[config.mk]
export PLATFORM = sky130hd
export DESIGN_NAME = mtf_cell
export DESIGN_NICKNAME = d
export VERILOG_FILES = /design/src/hdl/mtf_pkg.sv /design/src/hdl/mtf_cell.sv
export SDC_FILE = /design/constraint.sdc
export NUM_CORES = 1
export LEC_CHECK = 0
export ABC_AREA = 1
export BUFFER_PORTS_ARGS = -buffer_cell sky130_fd_sc_hd__buf_2
export CORE_UTILIZATION = 33
export CTS_BUF_LIST = sky130_fd_sc_hd__clkbuf_16
export CTS_CLUSTER_DIAMETER = 30
export CTS_CLUSTER_SIZE = 25
export DETAILED_ROUTE_END_ITERATION = 8
export PLACE_DENSITY = 0.69
export SYNTH_ARGS = -nofsm -noshare
export SYNTH_HDL_FRONTEND = slang
export SYNTH_SLANG_ARGS = --single-unit
[constraint.sdc]
create_clock -name i_clk -period 0.86 [get_ports i_clk]
set_input_delay 0.129 -clock i_clk [delete_from_list [all_inputs] [get_ports i_clk]]
set_output_delay 0.129 -clock i_clk [all_outputs]
set_load 0.1 [all_outputs]
[src/hdl/mtf_pkg.sv]
`timescale 1ns / 1ps

package mtf_pkg;

    localparam int SYM_W    = 8;
    localparam int GRP_SIZE = 16;
    localparam int GRP_W    = 4;

    typedef logic [SYM_W-1:0] t_sym;

    typedef struct packed {
        logic load_id;
        logic capture;
        logic shift;
        t_sym sym;
        t_sym pos;
    } t_cell_ctl;

endpackage

[src/hdl/mtf_cell.sv]
`timescale 1ns / 1ps

module mtf_cell #(
    parameter int INDEX = 0
) (
    input  logic              i_clk,
    input  logic              i_rst_n,
    input  mtf_pkg::t_cell_ctl i_ctl,
    input  mtf_pkg::t_sym     i_left,
    output mtf_pkg::t_sym     o_value,
    output logic              o_match
);
    import mtf_pkg::*;

    localparam t_sym C_IDX = t_sym'(INDEX);

    t_sym r_value;
    logic r_match;
    t_sym w_cur;

    assign w_cur = i_ctl.load_id ? C_IDX : r_value;

    always_ff @(posedge i_clk) begin
        if (!i_rst_n) begin
            r_value <= C_IDX;
            r_match <= 1'b0;
        end else if (i_ctl.capture) begin
            r_value <= w_cur;
            r_match <= (w_cur == i_ctl.sym);
        end else if (i_ctl.shift) begin
            if (C_IDX <= i_ctl.pos) begin
                r_value <= i_left;
            end
            r_match <= 1'b0;
        end
    end

    assign o_value = r_value;
    assign o_match = r_match;

endmodule

# After elaboration in Yosys (flattened, before gate mapping)
# Cells that the tools add are included.
# word_totals
ff_bits	9
inputBits	29
# classes
n_eq_ne	1
n_lt_le_gt_ge	1
n_reduce_logical	3
muxes	6
# ops
operator	n
$mux 8	4
$eq 8x8->1	1
$le 1x8->1 const A	1
$reduce_bool 2->1	2
$mux 1	2
$reduce_and 2->1	1

# Depth between registers and ports, before layout
# depth
word_depth	4
ltp_mapped	10
depth_no_buf	9

# Worst setup path after synthesis
# No wires, ideal clock.
# synth_path
path_kind	reg-to-reg
startpoint	reg r_value[2], in the netlist o_value[2]
endpoint	reg r_match, in the netlist o_match
setup_slack_ns	-0.756
arrival_time_ns	1.550
t_required_ns	0.794
synth_period_minus_slack_ns	1.616
stages_incl_launch_ff	9
setup_ns	0.066
cell_sequence	dfxtp_1 -> nand2_1 -> nand2_1 -> nand2_1 -> nor2_1 -> nand3_1 -> nor2_1 -> nor2_1 -> nor2_1
# synth_via
elab_chain_len	3
# synth_rtl
element	line_no	text
start: declaration	mtf_cell.sv:17	t_sym r_value;
start signal: assignment	mtf_cell.sv:28	r_value <= w_cur;
start signal: assignment	mtf_cell.sv:32	r_value <= i_left;
$mux 8	mtf_cell.sv:21	assign w_cur = i_ctl.load_id ? C_IDX : r_value;
$eq 8x8->1	mtf_cell.sv:29	r_match <= (w_cur == i_ctl.sym);
$mux 1	mtf_cell.sv:27	end else if (i_ctl.capture) begin
end signal: assignment	mtf_cell.sv:29	
end: declaration	mtf_cell.sv:18	logic r_match;
# Every way passes these cells.
# A chain may end at the register's enable or synchronous reset.

# Worst setup path after layout
# layout_path
startpoint	reg r_value[6], in the netlist o_value[6]
endpoint	reg r_match, in the netlist o_match
# Same word-level chain as after synthesis.

==> metrics.cfg <==
[finish]
layout.cells.non_filler = 139
area_delta_synth_final_pct = 109
diodes = 0
nNetsFinal = 154
final_cell_mix = nand2_1, buf_2, buf_12
register_area_um2 = 211
final_common_cell = nand2_1
fill_cells = 101
final_layout_size_suffix_gt1_share_pct = 50.8
final_util_pct = 76.3
multi_input_area_um2 = 294

[clock_network]
clk_pin_slew_ns = 0.04
clockBufferDepth = 2
clock-sinks = 9
cts_root_buf = clkbuf_16
htree_levels = 1
ctsHoldBuffers = 0
numCtsBuffers = 3
clock_latency_ns = 0.23
cts_tree = done

[setup_path]
cp_top_family = simple AND/OR/NAND/NOR gates
timing.rr.end = o_match$_SDFFE_PN0P_
worstPathMaxFanout = 3
crit_path_top_delay_cell = dfxtp_4
crit_required_ns = 1.01
cp-end-kind = flip-flop
crit_type = flip-flop to flip-flop
critPathMaxStageDelay_ns = 0.35
r2r_setup_slack_ns = -0.21
startpoint_type = flip-flop
path_cells = nand2_2 -> nand2_2 -> nand2_1 -> nor2_2 -> nand3_2 -> nor2_2 -> nor2_1 -> nor2_1
worst-path-buf-inv = 0
r2r-start = o_value[6]$_SDFFE_PN0P_
rr_worst_depth = 8
worstPathArrival_ns = 1.23

[power_and_ir_drop]
power.leakage_uw = 0.000477
p_int_uw = 1180
p_seq_share_pct = 26.9
p_per_area_mw_per_mm2 = 1560
ir_worst_vdd_v = 0.00135
power.switching_uw = 427
comb_power_share_pct = 23.0
clock_power_share_pct = 50.1
swShare_pct = 26.6

[floorplan]
die_h_um = 40.6
die_w_um = 40.6
dieArea_mm2 = 0.00165
ios = 38
rows = 13
start_util_pct = 36.4
core_area_mm2 = 0.00135

[synthesis]
synth_top_family_by_area = simple AND/OR/NAND/NOR gates
synth_warnings = 0
synthAdderAreaFrac_pct = 0
ys_ff_latch = 9
synth_fp_nets = 110
synth_xor_area_share_pct = 5.34
syn_area_per_cell_um2 = 6.07
synth-compound-area-share_pct = 9.16
yosysUniqueCellTypes = 11
synth_seq_area_share_pct = 36.6
yosys.area_share.simple_pct = 39.7
synthMuxAreaShare_pct = 0
synth_cells = 81
synthesis.area_um2 = 492

[sta]
period_minus_slack_ns = 1.07
worstMarginPinSlew_ns = 0.261
timing.final.ws_setup_ns = -0.213
maxSlewViolCount = 0
rsz0062_at_grt = true
max-slew-margin-rel_pct = 82.5
fin_skew_ns = 0.00308
hold_viol_final = 0
period_share_pct = 125
setup_violations = 10
fmax_ghz = 0.932

[hold_path]
hold_depth = 3
worstHoldStart = i_left[5]
min_path_type = input pin to flip-flop
min_to = o_value[5]$_SDFFE_PN0P_

[place]
dp_cells = 134
dp_hpwl_um = 1050
port-buffer-count = 29
dpl_worst_slack_ns = -0.239
gp_congestion = 0.684

[routing]
ant_nets = 0
vias_per_cell = 4.73
drt-initial-drc-count = 17
post_drt_wl_per_cell_um = 12.4
num_vias = 658
wl_um = 1720
post-route-drc-count = 0
drt_first_pass_iters = 4

[grt]
grt_usage_pct = 22.9
grt-ovfl-total = 0
grt_max_degree = 13
grt_pass1_wl_um = 2350
antenna_found_initial = 0
grt_pass1_vias = 597

[outcome]
status = finished with violations
violations = setup timing

[run]
maxCapViolCount = 0

-- cell type report --
cell class | instances | share of cell area (%)
repair buffers | 40 | 38.2
multi-input cells | 62 | 28.6
flip-flops and latches | 9 | 20.5
clock buffers | 3 | 7.29
inverters | 9 | 3.28
well taps | 15 | 1.82
clock inverters | 1 | 0.365
-- registers in the layout (all words and copies together), names as in the netlist --
signal and cells:
o_value 8, o_match 1
-- logic make-up after synthesis --
group / count (synthesis)
and+or+nand+nor: 50
buffers and inverters: 10
AOI/OAI and AO/OA: 9
DFF: 9
xor gates and xnor gates: 3
-- cells in the mapped netlist, drive strengths merged --
cell / number / area share [%]
a21oi: 8 / 8.1
buf: 1 / 2.3
clkinv: 1 / 0.76
dfxtp: 9 / 37
inv: 8 / 6.1
nand2: 35 / 27
nand3: 6 / 6.1
nor2: 9 / 6.9
o21ai: 1 / 1.0
xor2: 3 / 5.3
-- per-layer routing --
| metal | global-route usage (%) | share of wire, % | vias to the layer above |
|---|---|---|---|
| met4 | 8.33 | 1.2 | 0 |
| li1 | - | - | 335 |
| met1 | 20.6 | 35 | 292 |
| met5 | 0 | 0 | - |
| met2 | 46.4 | 59 | 29 |
| met3 | 6.67 | 5.2 | 2 |
-- how the worst max path moves through the flow --
stage / start / slack [ns] / endpoint / cells after the start
floorplan: o_value[2]$_SDFFE_PN0P_ / -0.24 / o_match$_SDFFE_PN0P_ / 8
global placement: i_ctl[18] / -0.17 / o_match$_SDFFE_PN0P_ / 10
detailed placement: i_ctl[18] / -0.24 / o_match$_SDFFE_PN0P_ / 10
CTS: o_value[6]$_SDFFE_PN0P_ / -0.21 / o_match$_SDFFE_PN0P_ / 8
global route: o_value[2]$_SDFFE_PN0P_ / -0.31 / o_match$_SDFFE_PN0P_ / 8
finish: o_value[6]$_SDFFE_PN0P_ / -0.21 / o_match$_SDFFE_PN0P_ / 8
-- stage by stage --
stage	hold WS (ns)	setup TNS [ns]	total power [µW]	cell area [µm²]
6_report	0.135	-1.13	1610	1030
2_1_floorplan	0.268	-0.236	620	531
5_1_grt	0.149	-1.37	1670	1030
4_1_cts	0.137	-1.16	1600	1020
3_5_place_dp	0.376	-0.343	776	893
3_3_place_gp	0.373	-0.175	772	893
-- worst reg2reg max path, delay by kind of cell (launching register included) --
| kind | cells | cell delay, ns |
|---|---|---|
| DFF | 1 | 0.35 |
| and+or+nand+nor | 8 | 0.65 |
-- power groups by stage --
stage	clock, µW	combinational [µW]	sequential [µW]
after floorplan	0	80.1	540
after global placement	0	337	435
after detailed placement	0	341	435
after CTS	811	361	431
after global routing	843	392	434
final	804	370	432
-- timing repair --
| item | in CTS | in global routing |
|---|---|---|
| hold endpoints to repair | 0 | 0 |
| buffers inserted | 1 | 1 |
| resized for setup | 10 | 6 |
| endpoints found under the setup margin | 10 | 10 |
No activity file was read; power rests on OpenSTA's default activity.
