`config.mk`:
```
export PLATFORM = sky130hd
export DESIGN_NAME = mtf_rank_enc
export DESIGN_NICKNAME = d
export VERILOG_FILES = /design/src/hdl/mtf_pkg.sv /design/src/hdl/mtf_rank_enc.sv
export SDC_FILE = /design/constraint.sdc
export NUM_CORES = 1
export LEC_CHECK = 0
export ABC_AREA = 0
export BUFFER_PORTS_ARGS = -buffer_cell sky130_fd_sc_hd__buf_2
export CORE_MARGIN = 3
export CORE_UTILIZATION = 32
export DETAILED_ROUTE_END_ITERATION = 8
export PLACE_DENSITY = 0.7
export SLEW_MARGIN = 20
export SYNTH_ARGS = -nofsm -noshare
export SYNTH_HDL_FRONTEND = slang
export SYNTH_SLANG_ARGS = --single-unit
```
`constraint.sdc`:
```
create_clock -name i_clk -period 1.2 [get_ports i_clk]
set_input_delay 0.12 -clock i_clk [delete_from_list [all_inputs] [get_ports i_clk]]
set_output_delay 0.12 -clock i_clk [all_outputs]
set_load 0.01 [all_outputs]
```
`src/hdl/mtf_pkg.sv`:
```
`timescale 1ns / 1ps

package mtf_pkg;

    localparam int SYM_W    = 8;
    localparam int GRP_SIZE = 16;
    localparam int GRP_W    = 4;

    typedef logic [SYM_W-1:0] t_sym;

    typedef struct packed {
        logic load_id;
        logic capture;
        logic shift;
        t_sym sym;
        t_sym pos;
    } t_cell_ctl;

endpackage

```
`src/hdl/mtf_rank_enc.sv`:
```
`timescale 1ns / 1ps

module mtf_rank_enc #(
    parameter int NUM_CELLS = 256
) (
    input  logic                 i_clk,
    input  logic [NUM_CELLS-1:0] i_match,
    output mtf_pkg::t_sym        o_pos,
    output logic                 o_found
);
    import mtf_pkg::*;

    localparam int NUM_GRP = (NUM_CELLS + GRP_SIZE - 1) / GRP_SIZE;
    localparam int PAD_W   = NUM_GRP * GRP_SIZE;

    logic [PAD_W-1:0]     w_match;
    logic [NUM_GRP-1:0]   n_any;
    logic [GRP_W-1:0]     n_lo [NUM_GRP];
    logic [NUM_GRP-1:0]   r_any;
    logic [GRP_W-1:0]     r_lo [NUM_GRP];
    logic [GRP_W-1:0]     w_hi;
    logic [GRP_W-1:0]     w_lo;

    assign w_match = PAD_W'(i_match);

    always_comb begin
        for (int g = 0; g < NUM_GRP; g++) begin
            n_any[g] = |w_match[g*GRP_SIZE +: GRP_SIZE];
            n_lo[g]  = '0;
            for (int j = 0; j < GRP_SIZE; j++) begin
                if (w_match[g*GRP_SIZE + j]) begin
                    n_lo[g] = n_lo[g] | GRP_W'(j);
                end
            end
        end
    end

    always_ff @(posedge i_clk) begin
        r_any <= n_any;
        for (int g = 0; g < NUM_GRP; g++) begin
            r_lo[g] <= n_lo[g];
        end
    end

    always_comb begin
        w_hi = '0;
        w_lo = '0;
        for (int g = 0; g < NUM_GRP; g++) begin
            if (r_any[g]) begin
                w_hi = w_hi | GRP_W'(g);
            end
            w_lo = w_lo | r_lo[g];
        end
    end

    assign o_pos   = {w_hi, w_lo};
    assign o_found = |r_any;

endmodule

```
==> results of run 1 <==
synthesized netlist by cell type:
| cell type | count | area (um^2) |
|---|---|---|
| and2_1 | 1 | 6.26 |
| dfxtp_1 | 80 | 1600 |
| nand2_1 | 50 | 188 |
| nand2b_1 | 1 | 6.26 |
| nand3_1 | 16 | 80.1 |
| nand3b_1 | 6 | 45.0 |
| nand4_1 | 14 | 87.6 |
| nand4b_1 | 1 | 8.76 |
| nor2_1 | 21 | 78.8 |
| nor3_1 | 5 | 25.0 |
| nor4_1 | 129 | 807 |
| nor4_2 | 1 | 12.5 |
| or3_1 | 1 | 6.26 |
| or3b_1 | 1 | 8.76 |
| or4_1 | 2 | 15.0 |
metrics by stage:
stage	setup slack, ns	hold slack [ns]	util	instance area, um^2
after floorplan	0.141	0.211	-	2980
after global placement	-0.0585	0.312	0.510	4540
after detailed placement	-0.117	0.319	0.510	4540
logic make-up after synthesis:
| group | after synthesis |
|---|---|
| DFF | 80 |
| and+or+nand+nor | 249 |
==> metrics.txt, run 1 <==
die span in x 102 um; Ys Warns 0; Err [ERROR RSZ-0060] Max buffer count reached.; standard-cell rows 34; Sink Count 80; # hold bufs at CTS ~150; register area share after synthesis 0.538; Mapped Area between 2000 and 3000 um^2; post-synthesis simple-gate area fraction 0.462; Halt Stage 4_1_cts; Yosys reg bits 80; Cells after DPL 715; Port Buffers ~270; Initial Util 0.335; Avg Cell Area, Syn 9.05 um^2; mux cell area share after synthesis 0; # Post-CTS Setup Buffers 0; largest family of logic cells by synthesized area simple AND/OR/NAND/NOR gates; Longest Clk Path Bufs 2; hpwl dp between 10 and 15 mm; Synth Area in Adders 0; post-CTS sizing 33; syn nets around 590; complex-gate fraction of the synthesized area 0; Die H roughly 100 um; IO Pins roughly 270; CTS Buf Count 9; number of H-tree levels 3; Yosys cell types 15; Final GP Congestion slightly below 0.9; Syn Inst Count 329; Synth Area in XOR/XNOR 0; run status did not finish; CTS root buffer clkbuf_8
==> run 2: changes to the inputs <==
--- a/config.mk
+++ b/config.mk
@@ -8,9 +8,9 @@
 export ABC_AREA = 0
 export BUFFER_PORTS_ARGS = -buffer_cell sky130_fd_sc_hd__buf_2
 export CORE_MARGIN = 3
-export CORE_UTILIZATION = 32
+export CORE_UTILIZATION = 20
 export DETAILED_ROUTE_END_ITERATION = 8
-export PLACE_DENSITY = 0.7
+export PLACE_DENSITY_LB_ADDON = 0.15
 export SLEW_MARGIN = 20
 export SYNTH_ARGS = -nofsm -noshare
 export SYNTH_HDL_FRONTEND = slang
==> metrics.txt, run 2 <==
final hold vios 0; f_max ~0.68 GHz; nets@finish 960; Ys Warns 0 (unchanged); worst min path class in2reg; crit end category output pin; CTS Buf Count 9 (unchanged); Avg Cell Area, Syn 9.05 um^2 (unchanged); syn nets 586 (unchanged); IO Pins 266 (unchanged); max reg flops 64; Tightest Pin Transition 0.440 ns; crit path buf inv count 2; placed instance area 4690 um^2 (+3.3%); pwr dens roughly 1100 nW/um^2; biggest area consumer among synthesized cells dfxtp_1; final wirelength between 10 and 15 mm; Worst EP arrival 1.36 ns; CTS tree built; most frequent cell after synthesis nor4_1; Post-synth EDFFs 0 (unchanged); Worst setup SP type flop; ys flop type dfxtp_1; Layout Utilization 0.433; standard-cell rows 43 (+26%); Yosys cell types 15 (unchanged); Layout area overhead 107%; GRT overflow 0; Pleak ~2.6 nW; Longest Clk Path Bufs 2 (unchanged); total core area 14200 um^2; Critical Setup Path Class reg2out; Cells after DPL 795 (+11%); failing checks setup timing; First DRT Iteration DRCs 102; Die H 128 um (+25%); endpoints failing setup 9; die span in x 128 um (+25%); maximum vdd ir drop 0.617 mV; vias in the first global route 4454; Largest Register r_lo; area of the die around 16000 um^2; Final GP Congestion 0.875 (-2.3%); Initial Util 0.210 (-0.125); Synth async-reset ratio 0 (unchanged); final worst slack -0.275 ns; Synth top cells by count nor4_1 (129), dfxtp_1 (80), nand2_1 (50); total number of vias just over 4000; unrepaired setup endpoints after global routing true; # diodes 0; fraction of layout cells with a size suffix above 1 0.493; Critical Path RT roughly 1.1 ns; Mapped Area 2980 um^2 (unchanged); hpwl dp 10.6 mm (+3.2%); family with the most delay on the worst path simple AND/OR/NAND/NOR gates; Final Cell Area 6160 um^2; CP Max Fanout 1; Largest regs r_lo: 64 flops, r_any: 16 flops; Syn Inst Count 329 (unchanged); total of max-cap violations 0; post-detailed-route DRC marker count 0; register area share after synthesis 0.538 (unchanged); crit-path cells nor4_4 > buf_4 > nand4_1 > buf_2; Yosys reg bits 80 (unchanged); total track usage 0.157; run status finished with violations; commonest cells after routing, fill and taps aside buf_2 (261), nor4_1 (98), dlygate4sd3_1 (78); initial antenna violation count 0; drt pass-1 iters 4; largest net degree at the start of global routing 14; Avg Vias per Cell roughly 4.7; CP max-delay cell dfxtp_2; clock slew at reported path FFs approximately 0.060 ns; fin. max-slew vios 0; CTS root buffer clkbuf_16; fin crit share 1.23; first-pass GRT wire length a little over 20 mm; remaining antenna violation count 0; Port Buffers 265 (unchanged); WL/cell around 15 um; Final min period between 1 and 1.5 ns; top post-synthesis cells by area dfxtp_1 (54%), nor4_1 (27%), nand2_1 (6.3%); max incr delay on CP roughly 0.32 ns; area share of the largest cell type after synthesis 0.538 (unchanged); Rel. slew slack 0.704; Layout Cells excl Fill about 900; Sink Count 80 (unchanged); most common cell after layout, fill and taps aside buf_2; number of H-tree levels 3 (unchanged)
[run 2: cell counts after synthesis]
No cell type changed its count.
[run 2: layout make-up]
class	count	area [um^2]
clock inverter	4	98.8
sequential	80	1620
multi-input combinational	249	1670
timing repair buffer	363	2280
tap	180	225
clock buffer	12	256
fill	1343	8050
[run 2: repair_timing]
| item | in CTS | in global routing |
|---|---|---|
| gates cloned | 0 | 0 |
| buffers inserted | 0 | 1 |
| hold endpoints to repair | 35 | 0 |
| hold buffers | 78 | 0 |
| gates resized for setup | 37 | 30 |
| endpoints found under the setup margin | 9 | 28 |
| pin swaps | 12 | 6 |
[run 2: cells by family after synthesis]
family	count (synthesis)	synth area share
and+or+nand+nor	249	0.462
DFF	80	0.538
[run 2: stage by stage]
stage / setup WS, ns / TNS (ns) / total power [mW] / hold slack, ns
4_1_cts: -0.361 / -2.14 / 6.80 / 0.000406
2_1_floorplan: 0.141 / 0 / 2.83 / 0.211
3_5_place_dp: -0.193 / -0.586 / 3.38 / 0.324
5_1_grt: -0.378 / -2.60 / 7.02 / 0.00616
6_report: -0.275 / -1.86 / 6.73 / 0.0128
3_3_place_gp: -0.179 / -0.567 / 3.37 / 0.315
[run 2: report_power, final]
part / total (mW) / switching, mW / internal (mW)
registers: 2.66 / 0.00409 / 2.66
clock network: 3.17 / 1.01 / 2.15
logic: 0.901 / 0.359 / 0.542
[run 2: layer usage]
layer	track usage	up-vias	wire, um
met5	0	-	0
met4	0.0487	0	254
met3	0.0383	21	882
met2	0.307	164	7390
met1	0.162	1891	5100
li1	-	2076	-
[run 2: worst min-delay path, stage by stage]
cell and delay (ns):
buf_2 0.09, nor4_2 0.05, nand2_1 0.05
[run 2: worst paths after layout]
kind,startpoint,end,slack (ns),cells past startpoint
hold / removal,i_match[228],r_lo[3][10],0.01,3
setup / recovery,r_lo[3][9],o_pos[1],-0.28,4
(Power assumes the default switching activity.)
